===== config.mk =====
export PLATFORM = sky130hd
export DESIGN_NAME = altimeter_line_pressure_compensation
export DESIGN_NICKNAME = d
export VERILOG_FILES = /design/src/rtl/altlpc_pkg.sv /design/src/rtl/altlpc_parser.sv /design/src/rtl/altlpc_ctrl.sv /design/src/rtl/altlpc_dp.sv /design/src/rtl/altimeter_line_pressure_compensation.sv
export SDC_FILE = /design/constraint.sdc
export NUM_CORES = 2
export LEC_CHECK = 0
export BUFFER_PORTS_ARGS = -buffer_cell sky130_fd_sc_hd__buf_2
export CAP_MARGIN = 20
export CORE_ASPECT_RATIO = 0.75
export CORE_MARGIN = 2
export CORE_UTILIZATION = 36
export DETAILED_ROUTE_END_ITERATION = 10
export PLACE_DENSITY = 0.61
export SETUP_SLACK_MARGIN = 0.5
export SYNTH_ARGS = -nofsm -noshare
export SYNTH_HDL_FRONTEND = slang
export SYNTH_SLANG_ARGS = --single-unit

===== constraint.sdc =====
create_clock -name clk -period 24.1 [get_ports clk]
set_input_delay 1.205 -clock clk [delete_from_list [all_inputs] [get_ports clk]]
set_output_delay 1.205 -clock clk [all_outputs]
set_load 0.005 [all_outputs]

===== src/rtl/altlpc_pkg.sv =====
// ----------------------------------------------------------------------------
// altlpc_pkg
// Shared types and constants of the altimeter line pressure compensation
// block: character codes, register indexes, controller states and the
// command and status bundles between its modules.
// ----------------------------------------------------------------------------
package altlpc_pkg;

	// Characters of the text line
	localparam logic [7:0] CH_COMMA = 8'h2C;
	localparam logic [7:0] CH_CR    = 8'h0D;
	localparam logic [7:0] CH_LF    = 8'h0a;
	localparam logic [7:0] CH_ZERO  = 8'h30;
	localparam logic [7:0] CH_NINE  = 8'h39;

	// Field widths of one result item
	localparam int P_W     = 25;
	localparam int T_W     = 19;
	localparam int COEFF_W = 16;
	// Width of one multiplier operand slice
	localparam int MB_W    = 23;

	// Compensation constants
	localparam int TEMP_BASE  = 2000;
	localparam int TEMP_LIMIT = 140000;
	localparam int P_MAX      = 16777215;
	localparam int P_MIN      = -16777216;

	// Register indexes on the configuration port
	localparam logic [2:0] REG_SENS      = 3'd0;
	localparam logic [2:0] REG_OFFSET    = 3'd1;
	localparam logic [2:0] REG_SENS_TEMP = 3'd2;
	localparam logic [2:0] REG_OFF_TEMP  = 3'd3;
	localparam logic [2:0] REG_REF_TEMP  = 3'd4;
	localparam logic [2:0] REG_SLOPE     = 3'd5;

	// Register reset values
	localparam logic [COEFF_W-1:0] RST_SENS      = 16'd44294;
	localparam logic [COEFF_W-1:0] RST_OFFSET    = 16'd39431;
	localparam logic [COEFF_W-1:0] RST_SENS_TEMP = 16'd26604;
	localparam logic [COEFF_W-1:0] RST_OFF_TEMP  = 16'd24096;
	localparam logic [COEFF_W-1:0] RST_REF_TEMP  = 16'd31503;
	localparam logic [COEFF_W-1:0] RST_SLOPE     = 16'd27302;

	typedef struct packed {
		logic [COEFF_W-1:0] sens_coeff;
		logic [COEFF_W-1:0] offset_coeff;
		logic [COEFF_W-1:0] sens_temp_coeff;
		logic [COEFF_W-1:0] offset_temp_coeff;
		logic [COEFF_W-1:0] ref_temp_coeff;
		logic [COEFF_W-1:0] temp_slope_coeff;
	} coeff_t;

	// Controller states
	typedef enum logic [3:0] {
		ST_IDLE,
		ST_MUL_T,
		ST_MUL_O,
		ST_MUL_S,
		ST_SENS,
		ST_MUL_PL,
		ST_MUL_PH,
		ST_PSUM,
		ST_PDIFF,
		ST_DONE
	} state_t;

	// Datapath operations
	typedef enum logic [3:0] {
		OP_NONE,
		OP_LOAD,
		OP_MUL_T,
		OP_MUL_O,
		OP_MUL_S,
		OP_SENS,
		OP_MUL_PL,
		OP_MUL_PH,
		OP_PSUM,
		OP_PDIFF,
		OP_PUBLISH
	} op_t;

	typedef struct packed {
		op_t op;
	} cmd_t;

	// Line status seen by the controller for the byte on the input
	typedef struct packed {
		logic line_end;
		logic malformed;
	} pstat_t;

endpackage


===== src/rtl/altlpc_parser.sv =====
// ----------------------------------------------------------------------------
// altlpc_parser
// Byte parser of the altimeter text line: counts bytes and commas, finds
// the CR LF line end and accumulates the raw pressure and temperature
// readings from the leading digits of the fourth and fifth fields.
// ----------------------------------------------------------------------------
module altlpc_parser
	import altlpc_pkg::*;
#(
	parameter int LINE_MAX     = 256,
	parameter int READING_BITS = 24
) (
	input  logic                    clk,
	input  logic                    arst_n,
	input  logic                    take,
	input  logic [7:0]              rx_byte,
	output pstat_t                  pstat,
	output logic [READING_BITS-1:0] raw_pressure,
	output logic [READING_BITS-1:0] raw_temperature
);

	localparam int LEN_W = $clog2(LINE_MAX + 1);
	localparam int ACC_W = READING_BITS + 4;

	logic [LEN_W-1:0]        line_len_q;
	logic [2:0]              comma_cnt_q;
	logic                    prev_cr_q;
	logic                    digits_q;
	logic [READING_BITS-1:0] raw_p_q;
	logic [READING_BITS-1:0] raw_t_q;

	logic                    is_digit;
	logic                    line_full;
	logic [2:0]              comma_next;
	logic [READING_BITS-1:0] acc_sel;
	logic [ACC_W-1:0]        acc_sum;
	logic [READING_BITS-1:0] acc_next;

	// Classify the byte on the input
	assign is_digit  = (rx_byte >= CH_ZERO) && (rx_byte <= CH_NINE);
	assign line_full = line_len_q >= LEN_W'(LINE_MAX);

	assign pstat.line_end  = (rx_byte == CH_LF) && prev_cr_q && (line_len_q >= LEN_W'(2));
	assign pstat.malformed = comma_cnt_q < 3'd4;

	assign raw_pressure    = raw_p_q;
	assign raw_temperature = raw_t_q;

	// Saturate the comma count at five
	assign comma_next = (comma_cnt_q < 3'd5) ? comma_cnt_q + 3'd1 : comma_cnt_q;

	// Shift in one decimal digit, saturating at the reading's full scale
	always_comb begin
		acc_sel = (comma_cnt_q == 3'd3) ? raw_p_q : raw_t_q;
		acc_sum = {acc_sel, 3'b000} + ACC_W'({acc_sel, 1'b0})
			+ ACC_W'(rx_byte[3:0]);
		if (acc_sum[ACC_W-1:READING_BITS] != '0) begin
			acc_next = '1;
		end else begin
			acc_next = acc_sum[READING_BITS-1:0];
		end
	end

	// Advance the line state on each taken byte
	always_ff @(posedge clk or negedge arst_n) begin
		if (!arst_n) begin
			line_len_q  <= '0;
			comma_cnt_q <= '0;
			prev_cr_q   <= 1'b0;
			digits_q    <= 1'b0;
			raw_p_q     <= '0;
			raw_t_q     <= '0;
		end else if (take) begin
			if (pstat.line_end || line_full) begin
				line_len_q  <= '0;
				comma_cnt_q <= '0;
				prev_cr_q   <= 1'b0;
				digits_q    <= 1'b0;
				raw_p_q     <= '0;
				raw_t_q     <= '0;
			end else begin
				line_len_q <= line_len_q + LEN_W'(1);
				prev_cr_q  <= (rx_byte == CH_CR);
				if (rx_byte == CH_COMMA) begin
					comma_cnt_q <= comma_next;
					digits_q    <= (comma_next == 3'd3) || (comma_next == 3'd4);
				end else if (digits_q && is_digit) begin
					if (comma_cnt_q == 3'd3) begin
						raw_p_q <= acc_next;
					end else begin
						raw_t_q <= acc_next;
					end
				end else begin
					digits_q <= 1'b0;
				end
			end
		end
	end

`ifndef SYNTH
	// The kept byte count never passes the line limit
	a_len_bound: assert property (@(posedge clk) disable iff (!arst_n)
		line_len_q <= LEN_W'(LINE_MAX))
		else $error("line length beyond limit");
`endif

endmodule


===== src/rtl/altlpc_ctrl.sv =====
// ----------------------------------------------------------------------------
// altlpc_ctrl
// Controller of the compensation: takes bytes while idle and, at a
// well-formed line end, steps the datapath through its multiply sequence;
// every line end hands a result or malformed status to the output register.
// ----------------------------------------------------------------------------
module altlpc_ctrl
	import altlpc_pkg::*;
(
	input  logic   clk,
	input  logic   arst_n,
	input  logic   s_tvalid,
	input  pstat_t pstat,
	input  logic   out_free,
	output logic   s_tready,
	output cmd_t   cmd
);

	state_t state_q;
	state_t state_d;
	logic   take;

	assign take = s_tvalid && s_tready;

	// Next state
	always_comb begin
		state_d = state_q;
		case (state_q)
			ST_IDLE: begin
				if (take && pstat.line_end) begin
					state_d = pstat.malformed ? ST_DONE : ST_MUL_T;
				end
			end
			ST_MUL_T:  state_d = ST_MUL_O;
			ST_MUL_O:  state_d = ST_MUL_S;
			ST_MUL_S:  state_d = ST_SENS;
			ST_SENS:   state_d = ST_MUL_PL;
			ST_MUL_PL: state_d = ST_MUL_PH;
			ST_MUL_PH: state_d = ST_PSUM;
			ST_PSUM:   state_d = ST_PDIFF;
			ST_PDIFF:  state_d = ST_DONE;
			ST_DONE: begin
				if (out_free) begin
					state_d = ST_IDLE;
				end
			end
			default: state_d = ST_IDLE;
		endcase
	end

	// Outputs
	always_comb begin
		s_tready = 1'b0;
		cmd.op   = OP_NONE;
		case (state_q)
			ST_IDLE: begin
				s_tready = 1'b1;
				if (s_tvalid && pstat.line_end) begin
					cmd.op = OP_LOAD;
				end
			end
			ST_MUL_T:  cmd.op = OP_MUL_T;
			ST_MUL_O:  cmd.op = OP_MUL_O;
			ST_MUL_S:  cmd.op = OP_MUL_S;
			ST_SENS:   cmd.op = OP_SENS;
			ST_MUL_PL: cmd.op = OP_MUL_PL;
			ST_MUL_PH: cmd.op = OP_MUL_PH;
			ST_PSUM:   cmd.op = OP_PSUM;
			ST_PDIFF:  cmd.op = OP_PDIFF;
			ST_DONE: begin
				if (out_free) begin
					cmd.op = OP_PUBLISH;
				end
			end
			default: cmd.op = OP_NONE;
		endcase
	end

	always_ff @(posedge clk or negedge arst_n) begin
		if (!arst_n) begin
			state_q <= ST_IDLE;
		end else begin
			state_q <= state_d;
		end
	end

`ifndef SYNTH
	// A well-formed line end starts the multiply sequence
	a_start: assert property (@(posedge clk) disable iff (!arst_n)
		take && pstat.line_end && !pstat.malformed |=> state_q == ST_MUL_T)
		else $error("well-formed line end did not start compensation");
	// A malformed line end goes straight to the result
	a_bad: assert property (@(posedge clk) disable iff (!arst_n)
		take && pstat.line_end && pstat.malformed |=> state_q == ST_DONE)
		else $error("malformed line end did not go to result");
	// Hold a finished result while the output register is taken
	a_hold: assert property (@(posedge clk) disable iff (!arst_n)
		state_q == ST_DONE && !out_free |=> state_q == ST_DONE)
		else $error("result dropped while output busy");
`endif

endmodule


===== src/rtl/altlpc_dp.sv =====
// ----------------------------------------------------------------------------
// altlpc_dp
// Compensation datapath: one shared multiplier with a registered product,
// sign and magnitude handling of dT, OFF and SENS, a two-slice wide product
// for P and the final truncation and saturation of P and TEMP.
// ----------------------------------------------------------------------------
module altlpc_dp
	import altlpc_pkg::*;
#(
	parameter int READING_BITS = 24
) (
	input  logic                    clk,
	input  cmd_t                    cmd,
	input  pstat_t                  pstat,
	input  logic [READING_BITS-1:0] raw_pressure,
	input  logic [READING_BITS-1:0] raw_temperature,
	input  coeff_t                  coeff,
	output logic signed [P_W-1:0]   pressure_centi,
	output logic signed [T_W-1:0]   temperature_centi,
	output logic                    status
);

	// |dT| width, product width and derived term widths
	localparam int DMW  = (READING_BITS > 24) ? READING_BITS : 24;
	localparam int PW   = DMW + MB_W;
	localparam int TW   = DMW - 5;
	localparam int OW   = DMW + 12;
	localparam int SMW  = DMW + 10;
	localparam int FW   = READING_BITS + SMW;
	localparam int QW   = FW - 21;
	localparam int SUMW = PW + 24;
	localparam int VW   = ((QW > OW) ? QW : OW) + 2;

	logic [READING_BITS-1:0] d1_q;
	logic [DMW-1:0]          dtmag_q;
	logic                    dtneg_q;
	logic                    bad_q;
	logic [PW-1:0]           prod_q;
	logic [PW-1:0]           acc_q;
	logic signed [T_W-1:0]   temp_q;
	logic signed [OW-1:0]    off_q;
	logic [SMW-1:0]          sens_mag_q;
	logic                    sens_neg_q;
	logic [QW-1:0]           q_q;
	logic signed [VW-1:0]    v_q;

	logic [DMW-1:0]          d2_w;
	logic [DMW-1:0]          ref_w;
	logic [DMW-1:0]          mul_a;
	logic [MB_W-1:0]         mul_b;
	logic signed [TW-1:0]    tmag_w;
	logic signed [TW-1:0]    temp_w;
	logic signed [T_W-1:0]   temp_sat;
	logic signed [OW-1:0]    offm_w;
	logic signed [OW-1:0]    offb_w;
	logic [SMW-1:0]          sensm_w;
	logic [SMW-1:0]          sensb_w;
	logic [SUMW-1:0]         sum_w;
	logic signed [VW-1:0]    qx_w;
	logic signed [VW-1:0]    offx_w;
	logic signed [VW-1:0]    pv_w;

	// dT as sign and magnitude
	assign d2_w  = DMW'(raw_temperature);
	assign ref_w = DMW'({coeff.ref_temp_coeff, 8'h00});

	// Select the multiplier operands
	always_comb begin
		mul_a = '0;
		mul_b = '0;
		case (cmd.op)
			OP_MUL_T: begin
				mul_a = dtmag_q;
				mul_b = MB_W'(coeff.temp_slope_coeff);
			end
			OP_MUL_O: begin
				mul_a = dtmag_q;
				mul_b = MB_W'(coeff.offset_temp_coeff);
			end
			OP_MUL_S: begin
				mul_a = dtmag_q;
				mul_b = MB_W'(coeff.sens_temp_coeff);
			end
			OP_MUL_PL: begin
				mul_a = DMW'(d1_q);
				mul_b = sens_mag_q[MB_W-1:0];
			end
			OP_MUL_PH: begin
				mul_a = DMW'(d1_q);
				mul_b = MB_W'(sens_mag_q[SMW-1:MB_W]);
			end
			default: begin
				mul_a = '0;
				mul_b = '0;
			end
		endcase
	end

	// TEMP = 2000 +/- (|dT| * slope >> 23), saturated
	always_comb begin
		tmag_w = $signed({2'b00, prod_q[DMW+15:23]});
		temp_w = dtneg_q ? TW'(TEMP_BASE) - tmag_w : TW'(TEMP_BASE) + tmag_w;
		if (temp_w > TW'(TEMP_LIMIT)) begin
			temp_sat = T_W'(TEMP_LIMIT);
		end else if (temp_w < TW'(-TEMP_LIMIT)) begin
			temp_sat = T_W'(-TEMP_LIMIT);
		end else begin
			temp_sat = T_W'(temp_w);
		end
	end

	// OFF = offset << 17 +/- (|dT| * off_temp >> 6)
	assign offm_w = $signed({2'b00, prod_q[DMW+15:6]});
	assign offb_w = $signed(OW'({coeff.offset_coeff, 17'h00000}));

	// SENS operands: sens << 16 and |dT| * sens_temp >> 7
	assign sensm_w = SMW'(prod_q[DMW+15:7]);
	assign sensb_w = SMW'({coeff.sens_coeff, 16'h0000});

	// Join the two product slices of D1 * |SENS|
	assign sum_w = SUMW'(acc_q) + {1'b0, prod_q, 23'h000000};

	assign qx_w   = $signed(VW'(q_q));
	assign offx_w = VW'(off_q);

	// P = (q - OFF) / 2^15 toward zero
	always_comb begin
		if (v_q[VW-1]) begin
			pv_w = (v_q + VW'(32767)) >>> 15;
		end else begin
			pv_w = v_q >>> 15;
		end
	end

	// Run one step of the sequence
	always_ff @(posedge clk) begin
		case (cmd.op)
			OP_LOAD: begin
				d1_q    <= raw_pressure;
				bad_q   <= pstat.malformed;
				dtneg_q <= d2_w < ref_w;
				dtmag_q <= (d2_w < ref_w) ? ref_w - d2_w : d2_w - ref_w;
			end
			OP_MUL_T: begin
				prod_q <= PW'(mul_a * mul_b);
			end
			OP_MUL_O: begin
				temp_q <= temp_sat;
				prod_q <= PW'(mul_a * mul_b);
			end
			OP_MUL_S: begin
				off_q  <= dtneg_q ? offb_w - offm_w : offb_w + offm_w;
				prod_q <= PW'(mul_a * mul_b);
			end
			OP_SENS: begin
				if (!dtneg_q) begin
					sens_mag_q <= sensb_w + sensm_w;
					sens_neg_q <= 1'b0;
				end else if (sensb_w >= sensm_w) begin
					sens_mag_q <= sensb_w - sensm_w;
					sens_neg_q <= 1'b0;
				end else begin
					sens_mag_q <= sensm_w - sensb_w;
					sens_neg_q <= 1'b1;
				end
			end
			OP_MUL_PL: begin
				prod_q <= PW'(mul_a * mul_b);
			end
			OP_MUL_PH: begin
				acc_q  <= prod_q;
				prod_q <= PW'(mul_a * mul_b);
			end
			OP_PSUM: begin
				q_q <= sum_w[FW-1:21];
			end
			OP_PDIFF: begin
				v_q <= sens_neg_q ? -qx_w - offx_w : qx_w - offx_w;
			end
			default: begin
			end
		endcase
	end

	// Saturate P and mask a malformed line
	always_comb begin
		status            = bad_q;
		temperature_centi = bad_q ? '0 : temp_q;
		if (bad_q) begin
			pressure_centi = '0;
		end else if (pv_w > VW'(P_MAX)) begin
			pressure_centi = P_W'(P_MAX);
		end else if (pv_w < VW'(P_MIN)) begin
			pressure_centi = P_W'(P_MIN);
		end else begin
			pressure_centi = P_W'(pv_w);
		end
	end

endmodule


===== src/rtl/altimeter_line_pressure_compensation.sv =====
// ----------------------------------------------------------------------------
// altimeter_line_pressure_compensation
// Reads altimeter text lines one byte per item and, at each CR LF line end,
// emits compensated pressure and temperature or a malformed-line status.
// ----------------------------------------------------------------------------
// Ordinary bytes: one item per cycle while idle, no result.
// Line end: input held while the shared multiplier runs five products in
//   sequence through the states MUL_T to PDIFF, then DONE loads the output
//   register (a malformed line goes straight to DONE); a full output register stalls DONE.
// Reset: line state and handshakes clear at once; coefficients take their
//   default values; no clearing pass.
module altimeter_line_pressure_compensation
	import altlpc_pkg::*;
#(
	parameter int LINE_MAX     = 256,
	parameter int READING_BITS = 24
) (
	input  logic        clk,
	input  logic        arst_n,
	// Input items
	input  logic        s_tvalid,
	output logic        s_tready,
	input  logic [7:0]  s_tdata,   // [7:0] rx_byte
	// Result items
	output logic        m_tvalid,
	input  logic        m_tready,
	output logic [47:0] m_tdata,   // [24:0] pressure_centi, [43:25] temperature_centi
	output logic        m_tuser,   // [0] status
	// Configuration
	input  logic        psel,
	input  logic        penable,
	input  logic        pwrite,
	input  logic [4:0]  paddr,
	input  logic [31:0] pwdata,
	output logic [31:0] prdata,
	output logic        pready
);

	coeff_t                  coeff_q;
	pstat_t                  pstat;
	cmd_t                    cmd;
	logic                    take;
	logic                    out_free;
	logic [READING_BITS-1:0] raw_pressure;
	logic [READING_BITS-1:0] raw_temperature;
	logic signed [P_W-1:0]   pressure_centi;
	logic signed [T_W-1:0]   temperature_centi;
	logic                    status;
	logic                    m_valid_q;
	logic [P_W-1:0]          m_p_q;
	logic [T_W-1:0]          m_t_q;
	logic                    m_status_q;

	assign take     = s_tvalid && s_tready;
	assign out_free = !m_valid_q || m_tready;
	assign pready   = 1'b1;

	// Write the coefficient registers
	always_ff @(posedge clk or negedge arst_n) begin
		if (!arst_n) begin
			coeff_q.sens_coeff        <= RST_SENS;
			coeff_q.offset_coeff      <= RST_OFFSET;
			coeff_q.sens_temp_coeff   <= RST_SENS_TEMP;
			coeff_q.offset_temp_coeff <= RST_OFF_TEMP;
			coeff_q.ref_temp_coeff    <= RST_REF_TEMP;
			coeff_q.temp_slope_coeff  <= RST_SLOPE;
		end else if (psel && penable && pwrite && pready) begin
			case (paddr[4:2])
				REG_SENS:      coeff_q.sens_coeff        <= pwdata[COEFF_W-1:0];
				REG_OFFSET:    coeff_q.offset_coeff      <= pwdata[COEFF_W-1:0];
				REG_SENS_TEMP: coeff_q.sens_temp_coeff   <= pwdata[COEFF_W-1:0];
				REG_OFF_TEMP:  coeff_q.offset_temp_coeff <= pwdata[COEFF_W-1:0];
				REG_REF_TEMP:  coeff_q.ref_temp_coeff    <= pwdata[COEFF_W-1:0];
				REG_SLOPE:     coeff_q.temp_slope_coeff  <= pwdata[COEFF_W-1:0];
				default: begin
				end
			endcase
		end
	end

	// Read back the coefficient registers
	always_comb begin
		case (paddr[4:2])
			REG_SENS:      prdata = 32'(coeff_q.sens_coeff);
			REG_OFFSET:    prdata = 32'(coeff_q.offset_coeff);
			REG_SENS_TEMP: prdata = 32'(coeff_q.sens_temp_coeff);
			REG_OFF_TEMP:  prdata = 32'(coeff_q.offset_temp_coeff);
			REG_REF_TEMP:  prdata = 32'(coeff_q.ref_temp_coeff);
			REG_SLOPE:     prdata = 32'(coeff_q.temp_slope_coeff);
			default:       prdata = '0;
		endcase
	end

	altlpc_parser #(
		.LINE_MAX     (LINE_MAX),
		.READING_BITS (READING_BITS)
	) u_parser (
		.clk             (clk),
		.arst_n          (arst_n),
		.take            (take),
		.rx_byte         (s_tdata),
		.pstat           (pstat),
		.raw_pressure    (raw_pressure),
		.raw_temperature (raw_temperature)
	);

	altlpc_ctrl u_ctrl (
		.clk      (clk),
		.arst_n   (arst_n),
		.s_tvalid (s_tvalid),
		.pstat    (pstat),
		.out_free (out_free),
		.s_tready (s_tready),
		.cmd      (cmd)
	);

	altlpc_dp #(
		.READING_BITS (READING_BITS)
	) u_dp (
		.clk               (clk),
		.cmd               (cmd),
		.pstat             (pstat),
		.raw_pressure      (raw_pressure),
		.raw_temperature   (raw_temperature),
		.coeff             (coeff_q),
		.pressure_centi    (pressure_centi),
		.temperature_centi (temperature_centi),
		.status            (status)
	);

	// Output register: load a finished result, drop it once taken
	always_ff @(posedge clk or negedge arst_n) begin
		if (!arst_n) begin
			m_valid_q <= 1'b0;
		end else if (cmd.op == OP_PUBLISH) begin
			m_valid_q <= 1'b1;
		end else if (m_tready) begin
			m_valid_q <= 1'b0;
		end
	end

	always_ff @(posedge clk) begin
		if (cmd.op == OP_PUBLISH) begin
			m_p_q      <= pressure_centi;
			m_t_q      <= temperature_centi;
			m_status_q <= status;
		end
	end

	assign m_tvalid = m_valid_q;
	assign m_tdata  = {4'h0, m_t_q, m_p_q};
	assign m_tuser  = m_status_q;

`ifndef SYNTH
	// A published result is offered on the next cycle
	a_publish: assert property (@(posedge clk) disable iff (!arst_n)
		cmd.op == OP_PUBLISH |=> m_tvalid)
		else $error("published result not offered");
`endif

endmodule


* Word-level counts from Yosys, hierarchy flattened
Index checks and enable logic that the tools add are counted.
** Operators by class
- Add/subtract/negate cells :: 18
- $mul :: 1
- Divide/modulo/power cells :: 0
- Magnitude comparators :: 12
- Eq/ne operators :: 35
- Shift operators :: 0
- Muxes and demuxes :: 42
- Bitwise gates (word level) :: 0
- Reductions and logical operators :: 36
** Operator list (count)
- $mux W24 :: 12
- $pmux W23 S5 :: 1
- $pmux W16 S6 :: 1
- $pmux W4 S10 :: 2
- $mux W39 :: 2
- $mux W34 :: 2
- $add A47 B58 Y58 :: 1
- $pmux W24 S2 :: 1
- $sub A24 B24 Y24 :: 2
- $mul A24 B23 Y47 :: 1
- $add A39 B16 Y39 const B :: 1
- $gt A39 B25 Y1 const B :: 1
- $lt A39 B25 Y1 const B :: 1
- $neg A37 Y39 :: 1
- $sub A38 B36 Y39 :: 1
- $sub A39 B36 Y39 :: 1
- $mux W19 :: 2
- $mux W36 :: 1
- $add A33 B34 Y35 :: 1
- $sub A33 B34 Y35 :: 1
- $add A32 B33 Y34 :: 1
- $sub A32 B33 Y34 :: 1
- $sub A33 B32 Y34 :: 1
- $ge A32 B33 Y1 :: 1
- other kinds (43) :: 104
** Word-level totals
- Register bits :: 518
- Bits in latches :: 0
- RAM bits :: 0
- ROM bits :: 0
- Input port bits :: 52
- Output and inout bits :: 84
- Logic and storage cells :: 175
- Memories :: 0

* Logic depth before layout (Yosys ltp)
- Depth in word-level cells :: 10
- Mapped depth :: 41

* Modules after synthesis
Synthesis repeated with hierarchy kept, for this count alone.
** Second synthesis, totals
- Cell total of the unflattened synthesis :: 5528
- Area total of the unflattened synthesis :: 51858.5 um^2
** Modules (own cells, without submodules)
- altlpc_dp :: times used 1, cells an instance 4559, area each 40731.6 um^2, seq. area each 8678.3 um^2
- altimeter_line_pressure_compensation :: times used 1, cells an instance 392, area each 6114.6 um^2, seq. area each 3838.7 um^2
- altlpc_parser :: times used 1, cells an instance 548, area each 4758.3 um^2, seq. area each 1551.5 um^2
- altlpc_ctrl :: times used 1, cells an instance 29, area each 254.0 um^2, seq. area each 100.1 um^2

* Least setup slack after synthesis
OpenSTA, ideal clock, no wires.
- Kind :: input -> register
- Start :: in s_tdata[4]
- End :: reg u_dp.prod_q[44], data pin
- Library setup time :: 0.266 ns
- Arrival :: 9.682 ns
- Data required time :: 23.834 ns
- Path slack :: 14.152 ns
- Stages :: 37
- Path buffers :: 3
- Path through :: or4_1 > nor4b_1 > nand2_1 > o21a_1 > buf_2 > buf_2 > mux2i_1 > nor2_1 > a21oi_1 > o21ai_1 > clkbuf_1 > nand2_1 > fa_1 > inv_1 > fa_1 > inv_1 > fa_1 > inv_1 > fa_1 > inv_1 > fa_1 > inv_1 > fa_1 > inv_1 > fa_1 > inv_1 > ha_1 > nand2_1 > nor2_1 > nand4_1 > a21oi_1 > a2111oi_1 > o21ai_0 > a221oi_2 > o21bai_1 > o41ai_1 > xnor2_1
** On the way
- Cells in the longest elaborated chain, start to end :: 10
- Elaborated cells between the ends (all ways) :: 16
- Classes of those cells :: mul: 1; eq/ne: 6; mux: 4; reduce/logical: 5
** RTL lines
- start: declaration :: line altimeter_line_pressure_compensation.sv:23 : input logic [7:0] s_tdata,
- $eq A8 B4 Y1 * :: line altlpc_parser.sv:43 : assign pstat.line_end = (rx_byte == CH_LF) && prev_cr_q && (line_len_q >= LEN_W'(2));
- $logic_and A1 B1 Y1 * (2 in series) :: line altlpc_parser.sv:43
- $logic_and A1 B1 Y1 * :: line altlpc_ctrl.sv:58 : if (s_tvalid && pstat.line_end) begin
- $mux W1 * :: line altlpc_ctrl.sv:58
- $pmux W4 S10 * :: line altlpc_ctrl.sv:55 : case (state_q)
- $eq A4 B2 Y1 / $eq A4 B3 Y1 (equally long branches) :: line altlpc_dp.sv:71, altlpc_dp.sv:137
- $reduce_or A3 Y1 (no source line) / $reduce_or A2 Y1 (equally long branches)
- $pmux W24 S2 :: line altlpc_dp.sv:71 : case (cmd.op)
- $mul A24 B23 Y47 *
- end signal: assignment :: line altlpc_dp.sv:145 : prod_q <= PW'(mul_a * mul_b);
- end signal: assignment :: line altlpc_dp.sv:149 : prod_q <= PW'(mul_a * mul_b);
- end signal: assignment :: line altlpc_dp.sv:153 : prod_q <= PW'(mul_a * mul_b);
- end: declaration :: line altlpc_dp.sv:38 : logic [PW-1:0] prod_q;
Mark *: on every way between the ends. The rest lies on a longest branch, timed or not.
A chain may end at the register's enable or synchronous reset.

* Worst setup path after layout
Ends and elaborated chain as after synthesis.

==> results.rst <==
.. list-table::
   :header-rows: 1

   * - Metric
     - Value
   * - Gp weighted congestion
     - 0.929
   * - Most used cell along the critical path
     - fa_1
   * - Area contributors post-synth
     - edfxtp_1 (20%), fa_1 (18%), ha_1 (12%)
   * - Critical path required time
     - 24.45 ns
   * - Floorplan die area
     - 145000 sq um
   * - Depth of the CTS H-tree
     - 2
   * - Clk sinks
     - 497
   * - Post-CTS resize count
     - 0
   * - Number of detailed-route iterations in the first pass
     - 8
   * - Result of the run
     - finished clean
   * - Share of synthesized registers carrying an async set or reset
     - 32.8%
   * - Vias in the first global route
     - 38839
   * - Cell type with the highest aggregate area in the netlist
     - edfxtp_1
   * - Area fraction of the dominant cell type after synthesis
     - 19.6%
   * - Fraction of layout instances using a drive strength above 1
     - 8.35%
   * - Aggregate negative setup slack
     - 0 ns
   * - Number of distinct standard cells referenced by the synthesized netlist
     - 92
   * - CTS root buf
     - clkbuf_16
   * - CP peak stage delay
     - 0.98 ns
   * - Final critical delay including setup and external delays
     - 11.89 ns
   * - Top library cells by usage in the layout, fill and taps aside
     - inv_1 (808), nand2_1 (640), ha_1 (477)
   * - Commonest non-fill, non-tap cell in the layout
     - inv_1
   * - Total routing usage reported by global routing
     - 20.8%
   * - Final #Nets
     - 6514
   * - Die Span Y
     - 330 um
   * - Mean number of vias per cell
     - 5.36
   * - Sequential area share after synthesis
     - 27.7%
   * - Instance count of the mapped netlist
     - 5506
   * - Clk_lat worst skew
     - 0.63 ns
   * - Final Skew
     - 0.0284 ns
   * - Final-layout fill cell count
     - 13873
   * - Setup fix buffers added after clock tree synthesis
     - 0
   * - Startpoint type of the worst setup path
     - input port
   * - Horizontal die dimension
     - 439 um
   * - Fmax
     - 84.1 MHz
   * - Worst-margin pin slew
     - 1.19 ns
   * - Number of endpoints failing setup at the final stage
     - 0
   * - Post-DRT Antenna Nets
     - 0
   * - Predominant post-synthesis flop cell
     - edfxtp_1
   * - Largest net degree at the start of global routing
     - 91
   * - Synthesis-stage register bit count
     - 497
   * - Kind of end point of the critical path
     - register
   * - Final WL
     - 153000 um
   * - HPWL after detailed placement
     - 118000 um
   * - RSZ-0062 raised after global routing
     - no
   * - First-pass GRT wire length
     - 234000 um
   * - TritonCTS clock tree
     - done
   * - Cell area after synthesis
     - 51100 sq um
   * - GRT Residual Overflow
     - 0
   * - Starting Density
     - 36.3%
   * - Data arrival time of the worst path
     - 12.24 ns
   * - Number of remaining DRC errors
     - 0
   * - Total number of yosys warnings
     - 0
   * - Maximum capacitance violations
     - 0
   * - Inserted Clock Buffers
     - 50
   * - WS Path Type
     - in -> reg
   * - Max Fanout on Critical Path
     - 37
   * - Slowest cell on the critical path
     - a2111oi_1
   * - Worst slew margin
     - 20.7%
   * - Hold violation count in the final report
     - 0
   * - I/O Buffers
     - 96
   * - Maximum count of clock buffers along a single path
     - 3
   * - Tcrit/Tclk final
     - 49.3%
   * - Area overhead of the layout relative to synthesis
     - 8.65%
   * - Number of flops mapped to enable cells by yosys
     - 334
   * - Post-CTS Hold Buffers
     - 0
   * - Via count
     - 39848
   * - Count of pins over their slew limit
     - 0
   * - Core Region
     - 141000 sq um
   * - Number of antenna violations at the first check in global routing
     - 9
   * - Per-instance average area after synthesis
     - 9.28 sq um
   * - Hold crit path type
     - reg -> reg
   * - Number of DRC markers after the initial detailed-route iteration
     - 3680
   * - Number of placement rows
     - 119
   * - Drt wl/cell
     - 20.6 um
   * - Number of I/O pins
     - 136
   * - Clock-pin slew on the worst setup and hold paths
     - 0.06 ns
-- worst max-delay path, delay by kind of cell --
family	cells	cell delay, ns
XOR/XNOR	1	0.12
AO/OA/AOI/OAI	9	4.05
AND/OR/NAND/NOR	6	2.18
adder cells (fa/ha/maj)	8	4.01
buffers and inverters	6	0.66
-- metal layers --
layer	vias up	routed length, um	track usage (%)	share of wire (%)
met3	232	15000	5.07	9.8
met5	-	23	0	0.015
met2	1646	62100	29.9	41
met4	4	4420	5.48	2.9
met1	19561	71300	31.1	47
li1	18405	-	-	-
-- synthesized netlist by cell type (83+ instances only) --
cell type / instances
edfxtp_1: 334
nor2_1: 447
a21oi_1: 265
fa_1: 468
nand2_1: 640
xnor2_1: 202
inv_1: 809
a22oi_1: 83
o21ai_0: 264
a21o_1: 92
ha_1: 477
dfrtp_1: 115
clkbuf_1: 190
-- final cells by class --
class                      count  area (sq um)  share of cell area [%]
clock inverter                27           206                   0.372
antenna                        1          2.50                 0.00451
timing repair buffer         192          1230                    2.22
clock buffer                  64          1420                    2.55
sequential                   497         14200                    25.5
inverter                     812          3050                    5.49
multi-input combinational   3964         33100                    59.6
tap                         1875          2350                    4.23
-- logic make-up (layout without fill, tap and decap cells) --
kind of cell             Yosys count  count (layout)  share of synthesized area [%]
AO/OA/AOI/OAI                   1085            1085                           13.8
other                              2              22                         0.0147
adder cells (fa/ha/maj)          945             945                           30.0
flip-flops                       497             497                           27.7
AND/OR/NAND/NOR                 1513            1513                           13.0
multiplexers                     128             128                           2.71
buffers and inverters           1064            1095                           8.07
XOR/XNOR                         272             272                           4.66
-- stage by stage --
step | std cells | setup slack (ns) | util, % | hold slack [ns] | cell area (sq um)
4_1_cts | 7429 | 12.45 | 39.5 | 0.423 | 55500
6_report | 7432 | 12.21 | 39.5 | 0.419 | 55500
5_1_grt | 7431 | 11.79 | 39.5 | 0.425 | 55500
3_3_place_gp | 7338 | 11.82 | 38.3 | 0.402 | 53800
2_1_floorplan | 5525 | 14.15 | - | 0.400 | 51200
3_5_place_dp | 7338 | 11.83 | 38.3 | 0.407 | 53800
-- worst paths after layout --
path	slack (ns)	startpoint	cells past startpoint	end
setup / recovery	12.21	s_tdata[4]	30	u_dp.prod_q[44]
hold / removal	0.42	u_dp.prod_q[42]	0	u_dp.acc_q[42]
setup reg to reg	12.44	u_ctrl.state_q[0]	30	u_dp.prod_q[44]
hold reg to reg	0.42	u_dp.prod_q[42]	0	u_dp.acc_q[42]
max in group asynchronous	21.89	arst_n	2	coeff_q[36]
min in group asynchronous	0.63	arst_n	1	u_parser.line_len_q[7]
-- sequential cells by signal, indices dropped and copies added (netlist names), 24 cells and up --
| signal | count |
|---|---|
| coeff_q | 96 |
| m_p_q | 25 |
| u_dp.d1_q | 24 |
| u_dp.dtmag_q | 24 |
| u_dp.prod_q | 47 |
| u_dp.acc_q | 26 |
| u_dp.q_q | 37 |
| u_parser.raw_temperature | 24 |
| u_dp.sens_mag_q | 34 |
| u_dp.off_q | 36 |
| u_dp.v_q | 39 |
| u_parser.raw_pressure | 24 |
Power is not shown: default switching activity piles up to over one toggle a cycle in this logic, so the estimate is an artifact.
